`config.mk`:
```
export PLATFORM = sky130hd
export DESIGN_NAME = rmq_div
export DESIGN_NICKNAME = d
export VERILOG_FILES = /design/src/rtl/rmq_pkg.sv /design/src/rtl/rmq_div.sv
export SDC_FILE = /design/constraint.sdc
export NUM_CORES = 2
export LEC_CHECK = 0
export BUFFER_PORTS_ARGS = -buffer_cell sky130_fd_sc_hd__buf_2
export CAP_MARGIN = 20
export CORE_ASPECT_RATIO = 0.5
export CORE_MARGIN = 5
export CORE_UTILIZATION = 49
export DETAILED_ROUTE_END_ITERATION = 16
export GPL_ROUTABILITY_DRIVEN = 0
export HOLD_SLACK_MARGIN = 0.15
export PLACE_DENSITY = 0.67
export SLEW_MARGIN = 20
export SYNTH_ARGS = -nofsm -noshare
export SYNTH_HDL_FRONTEND = slang
export SYNTH_SLANG_ARGS = --single-unit
```
`constraint.sdc`:
```
create_clock -name clk -period 3.6 [get_ports clk]
set_input_delay 0.9 -clock clk [delete_from_list [all_inputs] [get_ports clk]]
set_output_delay 0.9 -clock clk [all_outputs]
set_load 0.05 [all_outputs]
```
`src/rtl/rmq_pkg.sv`:
```
// Shared types and constants for the rotation matrix to quaternion block.
package rmq_pkg;

	// Entry and component width (signed fixed point)
	localparam int ENTRY_W = 16;
	// Magnitude of a sum or difference of two entries
	localparam int MAG_W   = ENTRY_W + 1;
	// Quotient bits kept by the divider (anything above saturates)
	localparam int QB      = 17;
	// Off-diagonal lanes (three components besides the chosen one)
	localparam int LANES   = 3;

	localparam logic signed [ENTRY_W-1:0] COMP_MAX = 16'sh7FFF;
	localparam logic signed [ENTRY_W-1:0] COMP_MIN = 16'sh8000;

	typedef logic signed [ENTRY_W-1:0] entry_t;

	// Chosen branch code
	typedef enum logic [1:0] {
		TERM_W = 2'd0,
		TERM_X = 2'd1,
		TERM_Y = 2'd2,
		TERM_Z = 2'd3
	} term_t;

endpackage

```
`src/rtl/rmq_div.sv`:
```
// Restoring divider for the three lanes: overflow check, then one quotient bit per stage.
module rmq_div import rmq_pkg::*; #(
	parameter int DW   = 17,
	parameter int NUMW = 32,
	parameter int PW   = 8
) (
	input  logic            clk,
	input  logic            arst_n,
	input  logic            en,
	input  logic            in_vld,
	input  logic [NUMW-1:0] in_num [LANES],
	input  logic [DW-1:0]   in_den,
	input  logic [PW-1:0]   in_pay,
	output logic            out_vld,
	output logic [QB-1:0]   out_q [LANES],
	output logic [LANES-1:0] out_ovf,
	output logic [PW-1:0]   out_pay
);

	localparam int CW = (NUMW > DW + QB) ? NUMW : DW + QB;
	localparam int NS = QB + 1;

	logic             vld_q [NS];
	logic [NUMW-1:0]  rem_q [NS][LANES];
	logic [QB-1:0]    quo_q [NS][LANES];
	logic [LANES-1:0] ovf_q [NS];
	logic [DW-1:0]    den_q [NS];
	logic [PW-1:0]    pay_q [NS];

	// Stage 0: quotient would not fit in QB bits
	always_ff @(posedge clk or negedge arst_n) begin
		if (!arst_n) begin
			vld_q[0] <= 1'b0;
		end else if (en) begin
			vld_q[0] <= in_vld;
		end
	end

	always_ff @(posedge clk) begin
		if (en) begin
			for (int k = 0; k < LANES; k++) begin
				rem_q[0][k] <= in_num[k];
				quo_q[0][k] <= '0;
				ovf_q[0][k] <= CW'(in_num[k]) >= (CW'(in_den) << QB);
			end
			den_q[0] <= in_den;
			pay_q[0] <= in_pay;
		end
	end

	for (genvar j = 1; j < NS; j++) begin : g_stage
		localparam int I = QB - j;
		logic [CW-1:0] step;
		logic [LANES-1:0] take;

		assign step = CW'(den_q[j-1]) << I;
		for (genvar k = 0; k < LANES; k++) begin : g_lane
			assign take[k] = CW'(rem_q[j-1][k]) >= step;
		end

		always_ff @(posedge clk or negedge arst_n) begin
			if (!arst_n) begin
				vld_q[j] <= 1'b0;
			end else if (en) begin
				vld_q[j] <= vld_q[j-1];
			end
		end

		always_ff @(posedge clk) begin
			if (en) begin
				for (int k = 0; k < LANES; k++) begin
					rem_q[j][k] <= take[k] ? rem_q[j-1][k] - step[NUMW-1:0]
						: rem_q[j-1][k];
					quo_q[j][k] <= take[k] ? (quo_q[j-1][k] | (QB'(1) << I))
						: quo_q[j-1][k];
				end
				ovf_q[j] <= ovf_q[j-1];
				den_q[j] <= den_q[j-1];
				pay_q[j] <= pay_q[j-1];
			end
		end
	end

	assign out_vld = vld_q[NS-1];
	assign out_q   = quo_q[NS-1];
	assign out_ovf = ovf_q[NS-1];
	assign out_pay = pay_q[NS-1];

endmodule

```
==> impl_metrics.toml <==
[synth]
synth.net_count = 12500
yosysMostFrequentCell = "edfxtp_1"
yosysWarnings = 0
synth_commonest_cells = "2578 x edfxtp_1, 909 x ha_1, 865 x nand2_1, 832 x o21ai_0, 775 x a21oi_1"
yosysSeqAreaShare = 0.570
synthArstFlopShare = 0.00693
ys_ff_latch = 2596
syn_area_per_cell_um2 = 12.0
synth_edf_count = 2578
ys.flop_type = "edfxtp_1"
synth_cells = 11400
synth_area_mm2 = 0.137
synthTopCellsByArea = "edfxtp_1 57%, ha_1 8.3%, o21ai_0 3.0%"
yosysUniqueCellTypes = 89
synth_area_leader_cell = "edfxtp_1"
synth_top_area_share = 0.567

[cts]
cts_made_buffers = 236
cts_tree = "done"
clkTransAtPathRegs_ps = 70
htree_levels = 4
clockBufferDepth = 4
cts-root-buf = "clkbuf_16"
clock-sinks = 2596
clk_latency_ps = 960

[run]
drv_cap = 0

[die]
num_rows = 137
fp.dieArea_mm2 = 0.290
io_pins = 188
die_h_um = 383
initial_core_util = 0.491
fp.dieW_um = 757
core-area_mm2 = 0.278

[setup_path]
crit_cells = 9
cp.arrival_ps = 4160
r2r-start = "rem_q[1][47]$_DFFE_PP_"
timing.rr.end = "rem_q[1][159]$_DFFE_PP_"
slowest_delay_ps = 640
path_class = "reg2reg"
cp_top_family = "compound AO/OA/AOI/OAI gates"
r2r_slack_ps = 80
cp_slowest_cell = "or4b_2"
cp_cell_sequence = "ha_1, nor2b_1, o21a_1, o21ai_0, or4b_2, a221oi_2, o311ai_0, a311oi_1, mux2_2"
start_kind = "flip-flop"
reg2reg_depth = 9
endpoint_kind = "flip-flop"
crit_end = "rem_q[1][159]$_DFFE_PP_"
path_buf_inv = 0
cp_max_fo = 3
crit_required_ps = 4240
crit_start = "rem_q[1][47]$_DFFE_PP_"

[power]
p_per_area_mw_per_mm2 = 737
vdd_ir_drop_max_mv = 0.500
power.total_w = 0.112
leakagePower_nw = 57.3

[global_routing]
antenna_found_initial = 4
overflow = 0
grt_max_degree = 160
top_usage_layer = "met2"
grt_pass1_vias = 86600
grt_first_pass_wirelength_mm = 490
grt.met2_usage = 0.346
grt_use_total = 0.215
met1_usage = 0.286
use_met3 = 0.0249

[route]
drtPass1Iterations = 6
drc = 0
num_vias = 89600
ant_nets = 0
drt-total-wl_mm = 316
viasPerCell = 5.64
drt_iter0_markers = 7890
wl_per_cell_um = 19.9

[cells_and_area]
final_layout_size_suffix_gt1_frac = 0.0954
final_nets = 13000
fin_util = 0.548
syn2layout_area_growth_pct = 11.6

[timing]
period_share = 0.978
timing.slew.headroom = 0.348
finalSetupViolCount = 0
fmax_mhz = 284
min_period_ps = 3520
rsz0062_at_grt = "yes"
hold_viol_final = 0
drv_slew = 0
holdWs_ps = 199
finalClockSkew_ps = 97.1
worstMarginPinSlew_ps = 969

[status]
run_status = "finished, final reports clean"

[hold_path]
min_path_type = "in2reg"

[placement]
place.detailed.hpwl_mm = 243
portBuffers = 187
-- cell usage in the layout (no fill, tap or decap), drive strengths merged, types with 89 or more instances in the layout --
cell / n
nand4: 137
nand2: 865
xnor2: 461
a21oi: 777
nor2b: 155
buf: 493
nor4: 169
nand2b: 168
mux2: 193
edfxtp: 2578
a21o: 299
a211oi: 89
clkbuf: 278
nand3: 168
clkinv: 94
nor3: 249
xor2: 458
inv: 610
o21ai: 839
ha: 909
o21a: 121
or3: 103
nor2: 738
-- stage by stage --
stage	setup slack, ps	instances	area [um^2]	setup TNS, ps
6_report	78.6	15900	152000	0
5_1_grt	-27.4	15900	152000	-27.4
4_1_cts	33.7	15900	152000	0
3_5_place_dp	56.3	15400	144000	0
3_3_place_gp	95.2	15400	144000	0
2_1_floorplan	156	11400	137000	0
-- flip-flops by register name, indices dropped and copies added (netlist names) --
name / flops
den_q: 289
pay_q: 144
out_vld: 1
quo_q: 459
ovf_q: 54
vld_q: 17
rem_q: 1632
-- power by group --
part | internal [W] | switching (W) | total, W
Clock | 0.0140 | 0.0111 | 0.0251
Combinational | 0.0176 | 0.0226 | 0.0402
Sequential | 0.0424 | 0.00462 | 0.0470
-- worst min path at each step --
stage	startpoint	endpoint	slack [ps]	cells past startpoint
global route	in_num[90]	rem_q[0][90]$_DFFE_PP_	150	1
CTS	in_num[75]	rem_q[0][75]$_DFFE_PP_	150	1
global placement	pay_q[8][2]$_DFFE_PP_	pay_q[9][2]$_DFFE_PP_	400	0
finish	in_num[78]	rem_q[0][78]$_DFFE_PP_	200	1
floorplan	ovf_q[9][0]$_DFFE_PP_	ovf_q[10][0]$_DFFE_PP_	400	0
detailed placement	ovf_q[14][0]$_DFFE_PP_	ovf_q[15][0]$_DFFE_PP_	400	0
-- layout make-up --
type / count / area, um^2
diodes: 2 / 5.00
fillers: 22900 / 126000
multi-input cells: 7958 / 55600
repair buffers: 556 / 4470
flip-flops and latches: 2596 / 77900
clock buffers: 278 / 6110
clock inverters: 143 / 1460
inverters: 605 / 2270
well taps: 3753 / 4700
-- what timing repair did --
item,CTS,global route
setup buffers,0,2
hold buffers,63,0
resized for setup,0,48
setup endpoints to repair,0,71
endpoints found under the hold margin,80,0
-- per-layer routing --
layer | share of wire | up-vias
met4 | 0.062 | 0
li1 | - | 44000
met5 | 0 | -
met1 | 0.44 | 42000
met3 | 0.048 | 752
met2 | 0.45 | 2843
-- logic make-up after synthesis --
kind of cell / after synthesis / share of synthesized area
simple gates: 3096 / 0.112
mux: 222 / 0.0180
flops: 2596 / 0.570
fa+ha+maj: 957 / 0.0903
buf+inv: 870 / 0.0255
compound gates: 2764 / 0.125
xor+xnor: 919 / 0.0589
No activity file was read; power rests on OpenSTA's default activity.
