--- src/rtl/rmq_pkg.sv ---
// Shared types and constants for the rotation matrix to quaternion block.
package rmq_pkg;

	// Entry and component width (signed fixed point)
	localparam int ENTRY_W = 16;
	// Magnitude of a sum or difference of two entries
	localparam int MAG_W   = ENTRY_W + 1;
	// Quotient bits kept by the divider (anything above saturates)
	localparam int QB      = 17;
	// Off-diagonal lanes (three components besides the chosen one)
	localparam int LANES   = 3;

	localparam logic signed [ENTRY_W-1:0] COMP_MAX = 16'sh7FFF;
	localparam logic signed [ENTRY_W-1:0] COMP_MIN = 16'sh8000;

	typedef logic signed [ENTRY_W-1:0] entry_t;

	// Chosen branch code
	typedef enum logic [1:0] {
		TERM_W = 2'd0,
		TERM_X = 2'd1,
		TERM_Y = 2'd2,
		TERM_Z = 2'd3
	} term_t;

endpackage

--- src/rtl/rmq_front.sv ---
// First stage: candidate terms, branch pick, root argument and off-diagonal lanes.
module rmq_front import rmq_pkg::*; #(
	parameter int FRAC_BITS = 14,
	parameter int AW        = 19
) (
	input  logic                 clk,
	input  logic                 arst_n,
	input  logic                 en,
	input  logic                 in_vld,
	input  entry_t               m00, m01, m02, m10, m11, m12, m20, m21, m22,
	output logic                 vld_s1,
	output term_t                sel_s1,
	output logic                 bad_s1,
	output logic [AW-2:0]        arg_s1,
	output logic [LANES-1:0]     neg_s1,
	output logic [MAG_W-1:0]     mag_s1 [LANES]
);

	localparam logic [AW-1:0] ARG_ONE = AW'(1) << FRAC_BITS;

	logic signed [17:0] e00, e01, e02, e10, e11, e12, e20, e21, e22;
	logic signed [17:0] t0, t1, t2, t3, big;
	logic signed [AW-1:0] arg;
	logic signed [17:0] d [LANES];
	term_t sel;

	assign e00 = 18'(m00);
	assign e01 = 18'(m01);
	assign e02 = 18'(m02);
	assign e10 = 18'(m10);
	assign e11 = 18'(m11);
	assign e12 = 18'(m12);
	assign e20 = 18'(m20);
	assign e21 = 18'(m21);
	assign e22 = 18'(m22);

	// Candidate terms and largest pick, ties to the earlier term
	always_comb begin
		t0 = e00 + e11 + e22;
		t1 = e00 - e11 - e22;
		t2 = e11 - e00 - e22;
		t3 = e22 - e00 - e11;
		big = t0;
		sel = TERM_W;
		if (t1 > big) begin
			big = t1;
			sel = TERM_X;
		end
		if (t2 > big) begin
			big = t2;
			sel = TERM_Y;
		end
		if (t3 > big) begin
			big = t3;
			sel = TERM_Z;
		end
	end

	assign arg = AW'(big) + $signed(ARG_ONE);

	// Off-diagonal sums/differences in output order, chosen slot skipped
	always_comb begin
		case (sel)
			TERM_W: begin
				d[0] = e12 - e21;
				d[1] = e20 - e02;
				d[2] = e01 - e10;
			end
			TERM_X: begin
				d[0] = e12 - e21;
				d[1] = e01 + e10;
				d[2] = e20 + e02;
			end
			TERM_Y: begin
				d[0] = e20 - e02;
				d[1] = e01 + e10;
				d[2] = e12 + e21;
			end
			default: begin
				d[0] = e01 - e10;
				d[1] = e20 + e02;
				d[2] = e12 + e21;
			end
		endcase
	end

	always_ff @(posedge clk or negedge arst_n) begin
		if (!arst_n) begin
			vld_s1 <= 1'b0;
		end else if (en) begin
			vld_s1 <= in_vld;
		end
	end

	always_ff @(posedge clk) begin
		if (en) begin
			sel_s1 <= sel;
			bad_s1 <= arg[AW-1] || (arg == '0);
			arg_s1 <= arg[AW-2:0];
			for (int k = 0; k < LANES; k++) begin
				neg_s1[k] <= d[k][17];
				mag_s1[k] <= d[k][17] ? 17'(18'sd0 - d[k]) : d[k][16:0];
			end
		end
	end

endmodule

--- config.mk ---
export PLATFORM = sky130hd
export DESIGN_NAME = rmq_front
export DESIGN_NICKNAME = d
export VERILOG_FILES = /design/src/rtl/rmq_pkg.sv /design/src/rtl/rmq_front.sv
export SDC_FILE = /design/constraint.sdc
export NUM_CORES = 1
export LEC_CHECK = 0
export BUFFER_PORTS_ARGS = -buffer_cell sky130_fd_sc_hd__buf_2
export CAP_MARGIN = 25
export CORE_MARGIN = 2
export CORE_UTILIZATION = 31
export CTS_CLUSTER_DIAMETER = 200
export DETAILED_ROUTE_END_ITERATION = 12
export PLACE_DENSITY_LB_ADDON = 0.08
export SYNTH_ARGS = -nofsm -noshare
export SYNTH_HDL_FRONTEND = slang
export SYNTH_SLANG_ARGS = --single-unit
export TNS_END_PERCENT = 30
--- constraint.sdc ---
create_clock -name clk -period 1.6 [get_ports clk]
set_input_delay 0.32 -clock clk [delete_from_list [all_inputs] [get_ports clk]]
set_output_delay 0.32 -clock clk [all_outputs]
set_load 0.03 [all_outputs]
==> metrics <==
dominant combinational cell family by area after synthesis=adder cells; Port Buffers=223; Seq cells post-synth=76; register cell area after layout=0.00228 mm²; area used by multi-input combinational logic=roughly 0.013 mm²; layout net count=3228; top-area cell type share of the netlist area=0.180; Tightest Pin Transition=0.609 ns; Max-slew headroom=0.591; DRC violations left=0; number of failing setup endpoints in the final timing report=74; HPWL after DPL=48.0 mm; CTS tree=done; library cell occupying the most area in the post-synthesis netlist=ha_1; largest cells by area after synthesis=ha_1 (18%), edfxtp_1 (15%), fa_1 (9.7%); number of synthesized flops with an enable pin=75; fraction of layout instances using a drive strength above 1=0.461; cell chosen for the clock root=clkbuf_16; drt initial violations=866; GR Layer Usage met3=0.0274; largest fanout of any net on the critical path=7; Synth Area per Inst=8.41 µm²; die extent in y=between 200 and 250 µm; crit start category=input pin; post-synthesis share of cell area spent on xor and xnor gates=0.102; maximum number of pins on one net before global-route repair=42; WL/cell=between 15 and 20 µm; TritonCTS Buffers=9; met2 usage in global routing=0.373; total number of clock tree sinks=76; global-route usage over all layers=0.231; Hold Fails Final Rpt=0; setup clock skew after layout=0 ns; post-layout worst setup margin=-8.85 ns; Layout Area Growth over Synthesis=65.0%; fraction of the yosys area taken by sequential cells=0.153; number of pins with negative max-slew slack in the final report=0; number of instances in the synthesized netlist=1766; Main synth FF type=edfxtp_1; clock insertion delay at the later pin of the skew report=0.38 ns; violated checks=negative setup slack; GRT Residual Overflow=0; WS Path Type=in -> reg; number of detailed-routing iterations run before antenna repair=5; outcome=complete, but fails checks; last weighted congestion value of the routability-driven placer=0.902; Async S/R FF share, synth=0.0132; kind of end point of the critical path=flop; post-detailed-route via-to-cell ratio=4.78; complex-gate fraction of the synthesized area=0.226; fraction of met1 tracks used by global routing=0.331; Filler Cell Count=about 4600; library cell appearing most often on the critical path=o21a_1; number of antenna violations at the first check in global routing=0; Req. time, crit path=1.72 ns; library cell with the highest instance count after synthesis=inv_1; number of H-tree levels=3; number of distinct library cell variants in the gate-level netlist after synthesis=99; count of max-cap constraint violations=0; die footprint=approximately 0.05 mm²; mapped cell area=around 0.015 mm²; Final Critical Period=10.45 ns; slowest CP cell=fa_1; CTS clk-pin slew, worst paths=approximately 0.070 ns; part of the cycle the worst path needs=6.53; path class of the lowest-slack min-delay path=in -> reg; Cell Rows=80; share of cell area taken by muxes after synthesis=0.0335; hold_ws=0.173 ns; via count of the first global-routing pass=16671; worst endpoint data arrival time=10.57 ns; placeable core region=0.0475 mm²; Detail Route Antenna Nets=0; synthesized-area fraction occupied by and/or/nand/nor cells=0.136; GR peak layer=met2; I/O pin total=224; net count after synthesis=2200; chip width=about 220 µm; wire length of the first global-routing pass=89.3 mm; fraction of the mapped netlist area in adder cells=0.279; Worst R2R Setup Slack=0.86 ns; Max Root-Sink Buffers=2; effective utilization at floorplan=0.312; total via count in the routed design=between 15000 and 20000; count of synthesis-stage warnings from yosys=0; FMAX=95.7 MHz; top cells by instance count after synthesis=inv_1 (217), ha_1 (214), a21oi_1 (160); antenna cell count=0; critical path's largest stage delay=0.55 ns; RSZ-0062 raised after global routing=yes; overall routed net length=between 50 and 60 mm
## layer usage
layer / vias up / wire length (µm)
li1: 8242 / -
met1: 7677 / 28200
met2: 344 / 25500
met3: 42 / 2530
met4: 0 / 884
met5: - / 0
## worst paths after layout
check                                  end  cells past startpoint   start
max in group asynchronous           vld_s1                      2  arst_n
worst max-delay path            mag_s1[32]                     58  m22[1]
worst max register to register      vld_s1                      1  vld_s1
worst min-delay path                vld_s1                      2  in_vld
worst min register to register      vld_s1                      1  vld_s1
min in group asynchronous           vld_s1                      2  arst_n
## final cells by class
class                      count  share of cell area
multi-input combinational   1422               0.513
timing repair buffer        1066               0.316
sequential                    76              0.0930
inverter                     219              0.0340
tap                          615              0.0314
clock buffer                   9             0.00919
clock inverter                 7             0.00363
## sequential cells by signal, summed over array words and instances (netlist names)
name	cells
arg_s1	18
bad_s1	1
mag_s1	51
neg_s1	3
sel_s1	2
vld_s1	1
## through the flow
stage / utilization / setup slack, ns / setup TNS [ns] / instances / cell area (µm²)
global placement: 0.473 / -9.36 / -663.66 / 3315 / 22500
global route: 0.515 / -9.36 / -659.14 / 3414 / 24500
finish: 0.515 / -8.85 / -624.61 / 3414 / 24500
floorplan: - / -9.40 / -642.93 / 1766 / 15100
detailed placement: 0.473 / -9.58 / -678.63 / 3315 / 22500
CTS: 0.504 / -8.77 / -619.34 / 3400 / 24000
## critical path, delay by kind of cell
kind,cells,cell delay [ns]
AND/OR/NAND/NOR,16,2.97
AO/OA/AOI/OAI,19,2.76
XOR/XNOR,2,0.37
buffers and inverters,12,1.49
multiplexers,2,0.39
adder cells (fa/ha/maj),7,2.24
## logic make-up (layout without fill, tap and decap cells)
| logic type | count (synthesis) | after routing |
|---|---|---|
| AOI/OAI and AO/OA | 516 | 516 |
| and+or+nand+nor | 397 | 397 |
| adders and majority gates | 288 | 288 |
| buffers and inverters | 268 | 1301 |
| xor gates and xnor gates | 173 | 173 |
| DFF | 76 | 76 |
| muxes | 48 | 48 |
## cells in the final DEF, fill, tap and decap left out, types with 35 or more instances in the layout
master    instances
a21oi_1         133
o21bai_1         35
inv_1           208
buf_4           804
nand3_1          38
a21o_1           57
nand2_1          86
xnor2_1         121
o21ai_0          82
xor2_1           45
edfxtp_1         75
nor2_1           93
ha_1            201
fa_1             69
buf_2           221
## timing repair
item	4_1_cts	5_1_grt
gates cloned	2	0
gates resized for setup	127	97
hold buffers	1	0
pin swaps	64	52
setup buffers	67	17
hold endpoints to repair	1	0
setup endpoints to repair	74	74
Power is left out: the tool's default activity adds up to more than one toggle a clock period on the data nets, which glitch-free logic cannot reach.
