$ cat src/rtl/rmq_sqrt.sv
// Digit-by-digit integer square root, one result bit per pipeline stage.
module rmq_sqrt #(
	parameter int RB = 16,
	parameter int PW = 8
) (
	input  logic            clk,
	input  logic            arst_n,
	input  logic            en,
	input  logic            in_vld,
	input  logic [2*RB-1:0] in_n,
	input  logic [PW-1:0]   in_pay,
	output logic            out_vld,
	output logic [RB-1:0]   out_root,
	output logic [PW-1:0]   out_pay
);

	localparam int NW = 2 * RB;

	logic          vld_q  [RB];
	logic [NW-1:0] rem_q  [RB];
	logic [RB-1:0] root_q [RB];
	logic [PW-1:0] pay_q  [RB];

	for (genvar j = 0; j < RB; j++) begin : g_stage
		localparam int I = RB - 1 - j;
		logic          v_in;
		logic [NW-1:0] rem_in;
		logic [RB-1:0] root_in;
		logic [PW-1:0] pay_in;
		logic [NW:0]   trial;
		logic          take;

		if (j == 0) begin : g_first
			assign v_in    = in_vld;
			assign rem_in  = in_n;
			assign root_in = '0;
			assign pay_in  = in_pay;
		end else begin : g_next
			assign v_in    = vld_q[j-1];
			assign rem_in  = rem_q[j-1];
			assign root_in = root_q[j-1];
			assign pay_in  = pay_q[j-1];
		end

		// (2*root + 2^I) * 2^I against the running remainder
		assign trial = ((NW+1)'(root_in) << (I + 1)) + ((NW+1)'(1) << (2 * I));
		assign take  = {1'b0, rem_in} >= trial;

		always_ff @(posedge clk or negedge arst_n) begin
			if (!arst_n) begin
				vld_q[j] <= 1'b0;
			end else if (en) begin
				vld_q[j] <= v_in;
			end
		end

		always_ff @(posedge clk) begin
			if (en) begin
				rem_q[j]  <= take ? rem_in - trial[NW-1:0] : rem_in;
				root_q[j] <= take ? (root_in | (RB'(1) << I)) : root_in;
				pay_q[j]  <= pay_in;
			end
		end
	end

	assign out_vld  = vld_q[RB-1];
	assign out_root = root_q[RB-1];
	assign out_pay  = pay_q[RB-1];

endmodule

$ cat config.mk
export PLATFORM = sky130hd
export DESIGN_NAME = rmq_sqrt
export DESIGN_NICKNAME = d
export VERILOG_FILES = /design/src/rtl/rmq_sqrt.sv
export SDC_FILE = /design/constraint.sdc
export NUM_CORES = 1
export LEC_CHECK = 0
export BUFFER_PORTS_ARGS = -buffer_cell sky130_fd_sc_hd__buf_2
export CELL_PAD_IN_SITES_DETAIL_PLACEMENT = 1
export CELL_PAD_IN_SITES_GLOBAL_PLACEMENT = 2
export CORE_ASPECT_RATIO = 1.75
export CORE_MARGIN = 3
export CORE_UTILIZATION = 47
export CTS_BUF_LIST = sky130_fd_sc_hd__clkbuf_2
export CTS_CLUSTER_DIAMETER = 200
export DETAILED_ROUTE_END_ITERATION = 6
export GPL_TIMING_DRIVEN = 0
export PLACE_DENSITY = 0.86
export SYNTH_ARGS = -nofsm -noshare
export SYNTH_HDL_FRONTEND = slang
export SYNTH_SLANG_ARGS = --single-unit
$ cat constraint.sdc
create_clock -name clk -period 4.05 [get_ports clk]
set_clock_uncertainty 0.2 [all_clocks]
set_input_delay 0.2025 -clock clk [delete_from_list [all_inputs] [get_ports clk]]
set_output_delay 0.2025 -clock clk [all_outputs]
set_load 0.03 [all_outputs]
==> key figures, run 1 <==
Cells and area
  • Final core occ: 53.8%
  • NumNets Final: 2989
  • Share of cells above drive strength 1: 14.0%
  • Layout Cells excl Fill: 3816
  • Area Growth Syn to Fin: 13.2%

Power
  • Combinational share of power: 18.1%
  • Total power: 18.2 mW
  • Switch share: 30.4%
  • Internal power: 12.7 mW
  • Leak: 14.5 nW
  • Sequential Power Share: 56.9%
  • NetSw: 5.55 mW
  • Worst vdd ir: 0.355 mV
  • Power density over cell area: 477 nW/um^2
  • Clock group share of total power: 25.0%

CTS
  • CTS tree: yes
  • Clk sinks: 760
  • Max H-tree Level: 4
  • Clk_lat worst skew: 1.37 ns
  • Setup bufs post-CTS: 0
  • CTS max path bufs: 3
  • Worst-path clk slew: 0.11 ns
  • Clock buffer count from CTS: 168
  • Root Driver: clkbuf_2

Global routing
  • Initial antenna violation count: 3
  • Gr ovfl total: 0
  • First-pass GRT wire length: 133000 microns
  • GRT Overall Usage: 23.5%
  • Largest net degree at the start of global routing: 137
  • Vias in the first global route: 24784

Logic synthesis
  • Top_reg_cell synth: edfxtp_1
  • Fraction of registers with async set/reset: 2.11%
  • Sequential share of the synthesized area: 67.3%
  • Synth Net Count: 2616
  • Netlist cell types: 80
  • Synthesized area per cell: 13.9 sq um
  • Cell count after synthesis: 2422
  • Post-synth top cells: 744 x edfxtp_1, 180 x inv_1, 150 x ha_1, 124 x nor2_1, 121 x nand2_1
  • Area fraction of the dominant cell type after synthesis: 66.2%
  • Synth area leaders: edfxtp_1 66%, ha_1 5.6%, xnor2_1 2.5%
  • Post-synthesis register bit count: 760
  • Mapped Area: 33800 sq um
  • Count leader, synth: edfxtp_1
  • Post-synth EDFFs: 744
  • Largest area contributor in the netlist: edfxtp_1
  • Synth warn: 0

Setup path
  • Worst r2r src: rem_q[12][13]
  • CP Data Arrival Time: 4.83 ns
  • Most repeated library cell on the critical path: buf_2
  • R2r worst-path depth: 10
  • Worst path cell trace: ha_1, clkbuf_1, and4_1, and3_1, o21ai_0, nand3_1, a21oi_4, buf_2, buf_2, o21ai_1
  • Worst EP required: 4.90 ns
  • CP delay by family, top: buffers and inverters
  • Critical path class: flop to flop
  • Crit Path Max Fanout: 10
  • CP max stage cell: edfxtp_1
  • Slowest stage delay, CP: 0.42 ns
  • Crit end category: flop
  • Flop2flop setup slack: 0.07 ns
  • Startpoint types: flop
  • Critical R2R Capture: rem_q[13][17]
  • CP bufs+invs: 3

Place
  • Placed insts: 3414
  • Number of I/O port buffers: 68
  • HPWL after DPL: 61800 microns
  • Placer Congestion: 0.911

Die
  • Site Rows: 129
  • Die span in x: 209 microns
  • Core area: 71000 sq um
  • Die height: 361 microns
  • Starting Density: 47.6%
  • Die area: 75200 sq um
  • IO Pins: 69

STA
  • Fin Hold WS: 0.202 ns
  • Minimum clock period: 3.98 ns
  • Max-slew violations: 0
  • Worst-Margin Slew: 1.11 ns
  • RSZ-0062 raised after global routing: false
  • Final hold vios: 0
  • Rel. slew slack: 25.6%
  • Final clock period utilization by the worst path: 98.2%
  • Finish-stage setup viols: 0
  • TNS Setup: 0 ns
  • Max Freq: 0.251 GHz

Drt
  • Initial DRC count: 850
  • Post-Route WL: 87100 microns
  • Average wire per standard cell: 22.8 microns
  • Residual DRC: 0
  • Detailed Routing Iterations Pass 1: 5
  • Vias: 21232
  • Detail Route Antenna Nets: 0
  • Avg Vias per Cell: 5.56

Min path
  • Min-delay worst type: flop to flop
  • Hold Path Sink: pay_q[0][51]
  • Cells on Worst Hold Path: 0
  • Hold_sp: pay_q[0][43]

Run status
  • Status: completed

Flow run
  • Max-Cap Viols: 0
-- cells by family after synthesis --
kind of cell	after synthesis	share of synthesized area [%]
xor gates and xnor gates	186	4.82
DFF	760	67.3
AOI/OAI and AO/OA	404	7.63
adders and majority gates	150	5.56
buffers and inverters	219	2.47
muxes	51	1.68
and+or+nand+nor	652	10.5
-- metal layers --
metal	part of all wire [%]	GRT usage, %	vias to the layer above
li1	-	-	9940
met5	0	0	-
met1	26	15.7	10452
met3	2.7	3.28	325
met2	63	51.0	515
met4	9.1	20.0	0
-- worst reg2reg max path, cell delays in order, from the launching register on --
cell and delay, ns:
edfxtp_1 0.42, ha_1 0.30, clkbuf_1 0.21, and4_1 0.28, and3_1 0.27, o21ai_0 0.32, nand3_1 0.36, a21oi_4 0.35
buf_2 0.38, buf_2 0.38, o21ai_1 0.18
-- final cells by class --
type | instances | area, sq um
fillers | 7096 | 32800
flip-flops and latches | 760 | 22700
multi-input cells | 1443 | 10300
repair buffers | 204 | 1830
clock buffers | 236 | 1180
well taps | 917 | 1150
inverters | 185 | 694
clock inverters | 37 | 186
plain buffers | 33 | 140
diodes | 1 | 2.50
-- state kept, by name, summed over array words and instances (netlist names) --
| signal | count |
|---|---|
| rem_q | 480 |
| root_q | 136 |
| pay_q | 128 |
| g_stage.v_in | 15 |
| out_vld | 1 |
-- through the flow --
stage | setup WS, ns | area [sq um]
CTS | 0.0306 | 38200
detailed placement | -0.509 | 35500
global placement | -8.68 | 35300
global route | 0.0194 | 38200
floorplan | 0.973 | 33800
finish | 0.0735 | 38200
-- repair_timing --
item | 4_1_cts | 5_1_grt
gates resized for setup | 10 | 7
endpoints found under the hold margin | 359 | 0
endpoints found under the setup margin | 64 | 13
pin swaps | 0 | 0
hold buffers | 129 | 0
-- placed cells by master (no fill, tap or decap), types with 12 or more instances in the layout --
master,instances
edfxtp_1,744
clkbuf_2,238
inv_1,180
ha_1,150
dlygate4sd3_1,128
nor2_1,124
nand2_1,121
a21oi_1,107
xnor2_1,96
xor2_1,90
buf_2,78
nor4_1,75
o21ai_0,73
nor3_1,56
o21ai_1,43
nand3_1,36
o21a_1,36
mux2_2,36
nor2b_1,31
nand2b_1,29
nand4_1,28
a21o_1,27
or3_1,26
clkinv_1,24
nor4b_1,21
clkbuf_1,18
dfrtp_1,16
a211oi_1,15
and2_1,14
o31ai_1,13
nand3b_1,12
-- power by group through the flow --
stage | clock network, mW | registers, mW | logic, mW
final | 4.57 | 10.4 | 3.29
after CTS | 4.69 | 10.4 | 3.27
after detailed placement | 0 | 10.6 | 3.16
after global routing | 5.15 | 10.5 | 3.64
after global placement | 0 | 10.6 | 2.98
after floorplan | 0 | 10.3 | 2.12
-- worst max path at each step --
| stage | to | start | depth (start not counted) |
|---|---|---|---|
| after floorplan | rem_q[10][13] | rem_q[9][12] | 9 |
| after global placement | g_stage[5].v_in | en | 4 |
| after detailed placement | rem_q[12][31] | rem_q[11][18] | 8 |
| after CTS | rem_q[13][15] | rem_q[12][13] | 10 |
| after global routing | rem_q[13][15] | rem_q[12][13] | 10 |
| final | rem_q[13][17] | rem_q[12][13] | 10 |
Note: power is estimated with default switching activity, not from simulation.
==> inputs of run 2 (changes only) <==
--- a/config.mk
+++ b/config.mk
@@ -10,12 +10,11 @@
 export CELL_PAD_IN_SITES_GLOBAL_PLACEMENT = 2
 export CORE_ASPECT_RATIO = 1.75
 export CORE_MARGIN = 3
-export CORE_UTILIZATION = 47
-export CTS_BUF_LIST = sky130_fd_sc_hd__clkbuf_2
+export CORE_UTILIZATION = 46
 export CTS_CLUSTER_DIAMETER = 200
 export DETAILED_ROUTE_END_ITERATION = 6
 export GPL_TIMING_DRIVEN = 0
-export PLACE_DENSITY = 0.86
+export PLACE_DENSITY = 0.85
 export SYNTH_ARGS = -nofsm -noshare
 export SYNTH_HDL_FRONTEND = slang
 export SYNTH_SLANG_ARGS = --single-unit
==> key figures, run 2 (synthesis gave the netlist of run 1 again) <==
Cells and area
  • Fin area: 38200 sq um
  • Antenna cells: 0
  • Top Registers: rem_q (480), root_q (136), pay_q (128)
  • Area Growth Syn to Fin: 13.2%
  • Share of cells above drive strength 1: 9.52%
  • Commonest non-fill, non-tap cells in the layout: 744 x edfxtp_1, 180 x inv_1, 150 x ha_1, 124 x nor2_1, 121 x nand2_1
  • Most common cell after layout, fill and taps aside: edfxtp_1
  • NumNets Final: 2810
  • Number of flip-flops under the largest register name: 480
  • Largest Register: rem_q

Global routing
  • Initial antenna violation count: 0
  • Vias in the first global route: 23263
  • GRT Overall Usage: 20.9%
  • Gr ovfl total: 0
  • Largest net degree at the start of global routing: 137
  • Met3 Use GR: 2.72%
  • First-pass GRT wire length: 122000 microns
  • Met1 Usage GRT: 13.9%
  • GR Layer Usage met2: 46.0%
  • Global route hottest layer: met2

Setup path
  • Critical path class: flop to flop
  • R2r worst-path depth: 7
  • Crit end category: flop
  • Startpoint types: flop
  • Slowest stage delay, CP: 1.08 ns
  • CP max stage cell: o21ai_0
  • CP Data Arrival Time: 4.15 ns
  • Worst EP required: 4.22 ns
  • Worst r2r src: root_q[5][12]
  • Critical R2R Capture: rem_q[6][25]
  • Worst path cell trace: inv_1, ha_1, nor4b_1, nand4_1, o21ai_0, nor2_1, mux2_2
  • Crit Path Max Fanout: 10
  • Flop2flop setup slack: 0.08 ns

CTS
  • Clock buffer count from CTS: 70
  • Clk sinks: 760
  • Root Driver: clkbuf_16
  • CTS max path bufs: 3
  • Clk_lat worst skew: 0.65 ns
  • Worst-path clk slew: 0.06 ns
  • Max H-tree Level: 3
  • CTS tree: yes
  • Setup bufs post-CTS: 0

STA
  • Finish-stage setup viols: 0
  • Max Freq: 0.252 GHz
  • Max-slew violations: 0
  • Rel. slew slack: 6.69%
  • Final setup margin: 0.0764 ns
  • Minimum clock period: 3.97 ns
  • Worst-Margin Slew: 1.39 ns
  • Final clock period utilization by the worst path: 98.1%
  • Final hold vios: 0
  • TNS Setup: 0 ns

Power
  • Power density over cell area: 525 nW/um^2
  • Worst vdd ir: 0.397 mV
  • Leak: 14.2 nW

Die
  • IO Pins: 69
  • Starting Density: 46.8%
  • Die span in x: 211 microns
  • Site Rows: 130
  • Die area: 76800 sq um
  • Die height: 364 microns
  • Core area: 72200 sq um

Drt
  • Residual DRC: 0
  • Avg Vias per Cell: 5.66
  • Average wire per standard cell: 22.2 microns
  • Vias: 20332
  • Initial DRC count: 625
  • Detail Route Antenna Nets: 0
  • Post-Route WL: 79700 microns
  • Detailed Routing Iterations Pass 1: 4

Min path
  • Hold Path Sink: pay_q[0][7]
  • Min-delay worst type: input port to flop
  • Hold_sp: in_pay[7]
  • Cells on Worst Hold Path: 2

Flow run
  • Max-Cap Viols: 0

Place
  • Worst slack, placed: -0.285 ns
  • Number of I/O port buffers: 68
  • HPWL after DPL: 59200 microns
  • Placer Congestion: 0.904
  • Post-DP Area: 35500 sq um

Run status
  • Status: completed
## run 2: cell count changes in the layout (fill, tap and decap cells not counted), moves of 3 or more
cell	delta
bufinv_16	+5
inv_6	-5
clkinv_1	-13
clkinv_2	+12
dlygate4sd3_1	-83
clkbuf_1	+13
clkbuf_16	+71
nor4_1	+3
clkbuf_2	-234
## run 2: timing repair
action | CTS | global route
setup endpoints to repair | 40 | 29
hold buffers | 45 | 0
gates resized for setup | 5 | 10
endpoints found under the hold margin | 118 | 0
## run 2: final cells by class
type	instances	area [sq um]
clock inverter	37	379
multi-input combinational	1443	10200
clock buffer	87	1860
tap	924	1160
timing repair buffer	122	1000
buffer	34	146
inverter	185	694
fill	7087	34000
sequential	760	22700
## run 2: where the power goes
part	internal (mW)	leakage, nW	switching, mW
combinational	1.31	5.76	1.86
clock	3.61	1.09	2.89
sequential	9.77	7.34	0.619
## run 2: worst max-delay path by stage
stage | start | to | slack [ns] | cells past startpoint
floorplan | rem_q[9][12] | rem_q[10][13] | 0.97 | 9
global placement | en | g_stage[15].v_in | -8.69 | 4
detailed placement | rem_q[11][17] | rem_q[12][31] | -0.29 | 8
CTS | root_q[5][12] | rem_q[6][25] | 0.02 | 7
global route | rem_q[11][18] | rem_q[12][31] | -0.03 | 8
finish | root_q[5][12] | rem_q[6][25] | 0.08 | 7
## run 2: layer usage
layer  share of wire (%)  vias up
li1                    -     9522
met1                  26    10127
met2                  62      417
met3                 2.4      266
met4                 9.3        0
met5                   0        -
## run 2: critical path, delay by kind of cell (launching register included)
| kind | cells | cell delay [ns] |
|---|---|---|
| AND/OR/NAND/NOR | 3 | 1.13 |
| AO/OA/AOI/OAI | 1 | 1.08 |
| multiplexers | 1 | 0.44 |
| flip-flops | 1 | 0.40 |
| adder cells (fa/ha/maj) | 1 | 0.40 |
| buffers and inverters | 1 | 0.06 |
## run 2: metrics by stage
| stage | instances | power (mW) | hold slack (ns) | util, % |
|---|---|---|---|---|
| 6_report | 3592 | 20.1 | 0.0981 | 52.9 |
| 5_1_grt | 3592 | 21.0 | 0.0706 | 52.9 |
| 4_1_cts | 3592 | 20.3 | 0.0330 | 52.9 |
| 3_5_place_dp | 3423 | 13.7 | -0.0746 | 49.1 |
| 3_3_place_gp | 3414 | 13.6 | -0.0820 | 48.8 |
| 2_1_floorplan | 2422 | 12.4 | -0.293 | - |
==> inputs of run 3 (changes only) <==
--- a/config.mk
+++ b/config.mk
@@ -15,6 +15,7 @@
 export DETAILED_ROUTE_END_ITERATION = 6
 export GPL_TIMING_DRIVEN = 0
 export PLACE_DENSITY = 0.85
+export REMOVE_ABC_BUFFERS = 1
 export SYNTH_ARGS = -nofsm -noshare
 export SYNTH_HDL_FRONTEND = slang
 export SYNTH_SLANG_ARGS = --single-unit
==> key figures, run 3 (synthesis gave the netlist of run 1 again) <==
Power
  • Total power: 20.4 mW
  • Power density over cell area: 533 nW/um^2
  • Leak: 14.1 nW
  • Worst vdd ir: 0.413 mV

Place
  • Placer Congestion: 0.922
  • Number of I/O port buffers: 68
  • HPWL after DPL: 56600 microns
  • Post-DP Area: 35400 sq um

CTS
  • Max H-tree Level: 3
  • Worst-path clk slew: 0.06 ns
  • CTS tree: yes
  • Setup bufs post-CTS: 0
  • Clk_lat worst skew: 0.63 ns
  • Clock buffer count from CTS: 71
  • CTS max path bufs: 3
  • Clk sinks: 760
  • Root Driver: clkbuf_16

Die
  • IO Pins: 69
  • Starting Density: 46.8%
  • Die area: 76800 sq um
  • Die span in x: 211 microns
  • Core area: 72200 sq um
  • Die height: 364 microns
  • Site Rows: 130

Setup path
  • R2r worst-path depth: 6
  • Crit end category: flop
  • CP Data Arrival Time: 4.25 ns
  • Critical path class: flop to flop
  • Worst EP required: 4.23 ns
  • Crit Path Max Fanout: 14
  • Startpoint types: flop

Global routing
  • Met3 Use GR: 2.58%
  • Gr ovfl total: 0
  • First-pass GRT wire length: 119000 microns
  • GRT Overall Usage: 20.2%
  • Global route hottest layer: met2
  • Vias in the first global route: 22983
  • GR Layer Usage met2: 43.8%
  • Met1 Usage GRT: 13.8%
  • Largest net degree at the start of global routing: 136
  • Initial antenna violation count: 0

STA
  • Final setup margin: -0.0187 ns
  • Max Freq: 0.246 GHz
  • Minimum clock period: 4.07 ns
  • Final clock period utilization by the worst path: 100%
  • Worst-Margin Slew: 1.47 ns
  • Max-slew violations: 0
  • Finish-stage setup viols: 6
  • Final hold vios: 0
  • Rel. slew slack: 1.14%
  • RSZ-0062 raised after global routing: false

Cells and area
  • Share of cells above drive strength 1: 9.07%
  • Multi-input logic area: 10300 sq um
  • Most common cell after layout, fill and taps aside: edfxtp_1
  • Fin area: 38200 sq um
  • Area Growth Syn to Fin: 13.1%
  • Number of flip-flops under the largest register name: 480
  • Largest Register: rem_q
  • NumNets Final: 2778
  • Commonest non-fill, non-tap cells in the layout: 744 x edfxtp_1, 180 x inv_1, 150 x ha_1, 124 x nor2_1, 121 x nand2_1
  • # fillers: 7046
  • Top Registers: rem_q (480), root_q (136), pay_q (128)
  • Reg area: 22700 sq um
  • Antenna cells: 0

Flow run
  • Max-Cap Viols: 1

Drt
  • Residual DRC: 0
  • Average wire per standard cell: 21.9 microns
  • Detail Route Antenna Nets: 0
  • Post-Route WL: 78100 microns
  • Vias: 20137
  • Detailed Routing Iterations Pass 1: 4
  • Avg Vias per Cell: 5.66
  • Initial DRC count: 718

Run status
  • Failing checks: capacitance limit, setup timing
  • Status: complete, but fails checks

Min path
  • Cells on Worst Hold Path: 2
  • Min-delay worst type: input port to flop
run 3: cell types whose count changed in the layout (fill, tap and decap cells not counted), moves of 2 or more:
cell,previous run,this run
clkinv_16,1,3
bufinv_16,5,8
clkinv_2,14,10
nor3_2,3,0
buf_2,80,68
clkbuf_2,4,0
clkbuf_1,31,15
nor3_1,57,60
buf_1,2,0
clkbuf_8,2,0
run 3: worst paths after layout:
| check | from | to | slack [ns] |
|---|---|---|---|
| worst max-delay path | rem_q[10][14] | rem_q[11][12] | -0.02 |
| worst min-delay path | in_pay[7] | pay_q[0][7] | 0.09 |
| worst max register to register | rem_q[10][14] | rem_q[11][12] | -0.02 |
| worst min register to register | pay_q[0][43] | pay_q[0][51] | 0.20 |
| max in group asynchronous | arst_n | g_stage[7].v_in | 2.74 |
| min in group asynchronous | arst_n | g_stage[2].v_in | 0.48 |
run 3: layout make-up:
class,count,share of cell area [%]
sequential,760,59.5
multi-input combinational,1444,26.9
clock buffer,87,4.86
tap,924,3.03
timing repair buffer,122,2.60
inverter,185,1.82
clock inverter,37,1.29
run 3: metal layers:
metal	vias to the layer above	part of all wire (%)
met5	-	0
met1	10030	27
met4	0	9.6
met2	400	61
li1	9450	-
met3	257	2.6
run 3: metrics by stage:
stage                     util, %  instances  TNS (ns)  hold slack (ns)  setup WS (ns)
after floorplan                 -       2388         0           -0.293          0.160
after global placement       48.6       3380  -6485.90          -0.0819          -9.18
after detailed placement     49.0       3389     -8.59          -0.0744         -0.511
after CTS                    52.9       3558         0           0.0448         0.0312
after global routing         52.9       3559         0           0.0874       0.000783
final                        52.9       3559   -0.0747           0.0922        -0.0187
run 3: report_power, final:
| part | total (mW) | switching, mW | internal, mW |
|---|---|---|---|
| logic | 3.17 | 1.86 | 1.31 |
| clock network | 6.80 | 2.97 | 3.83 |
| registers | 10.4 | 0.621 | 9.78 |
run 3: critical path, stage by stage (launching register included):
cell,delay (ns)
edfxtp_1,0.41
ha_1,0.39
nand3_1,0.22
nor3_1,1.02
o21ai_1,0.48
nand2_1,0.67
mux2_2,0.41
run 3: what timing repair did:
action                                  in CTS  in global routing
hold endpoints to repair                    64                  0
gates cloned                                 0                  1
endpoints found under the setup margin      42                  3
pin swaps                                    0                  1
gates resized for setup                      5                  0
hold buffers                                45                  0
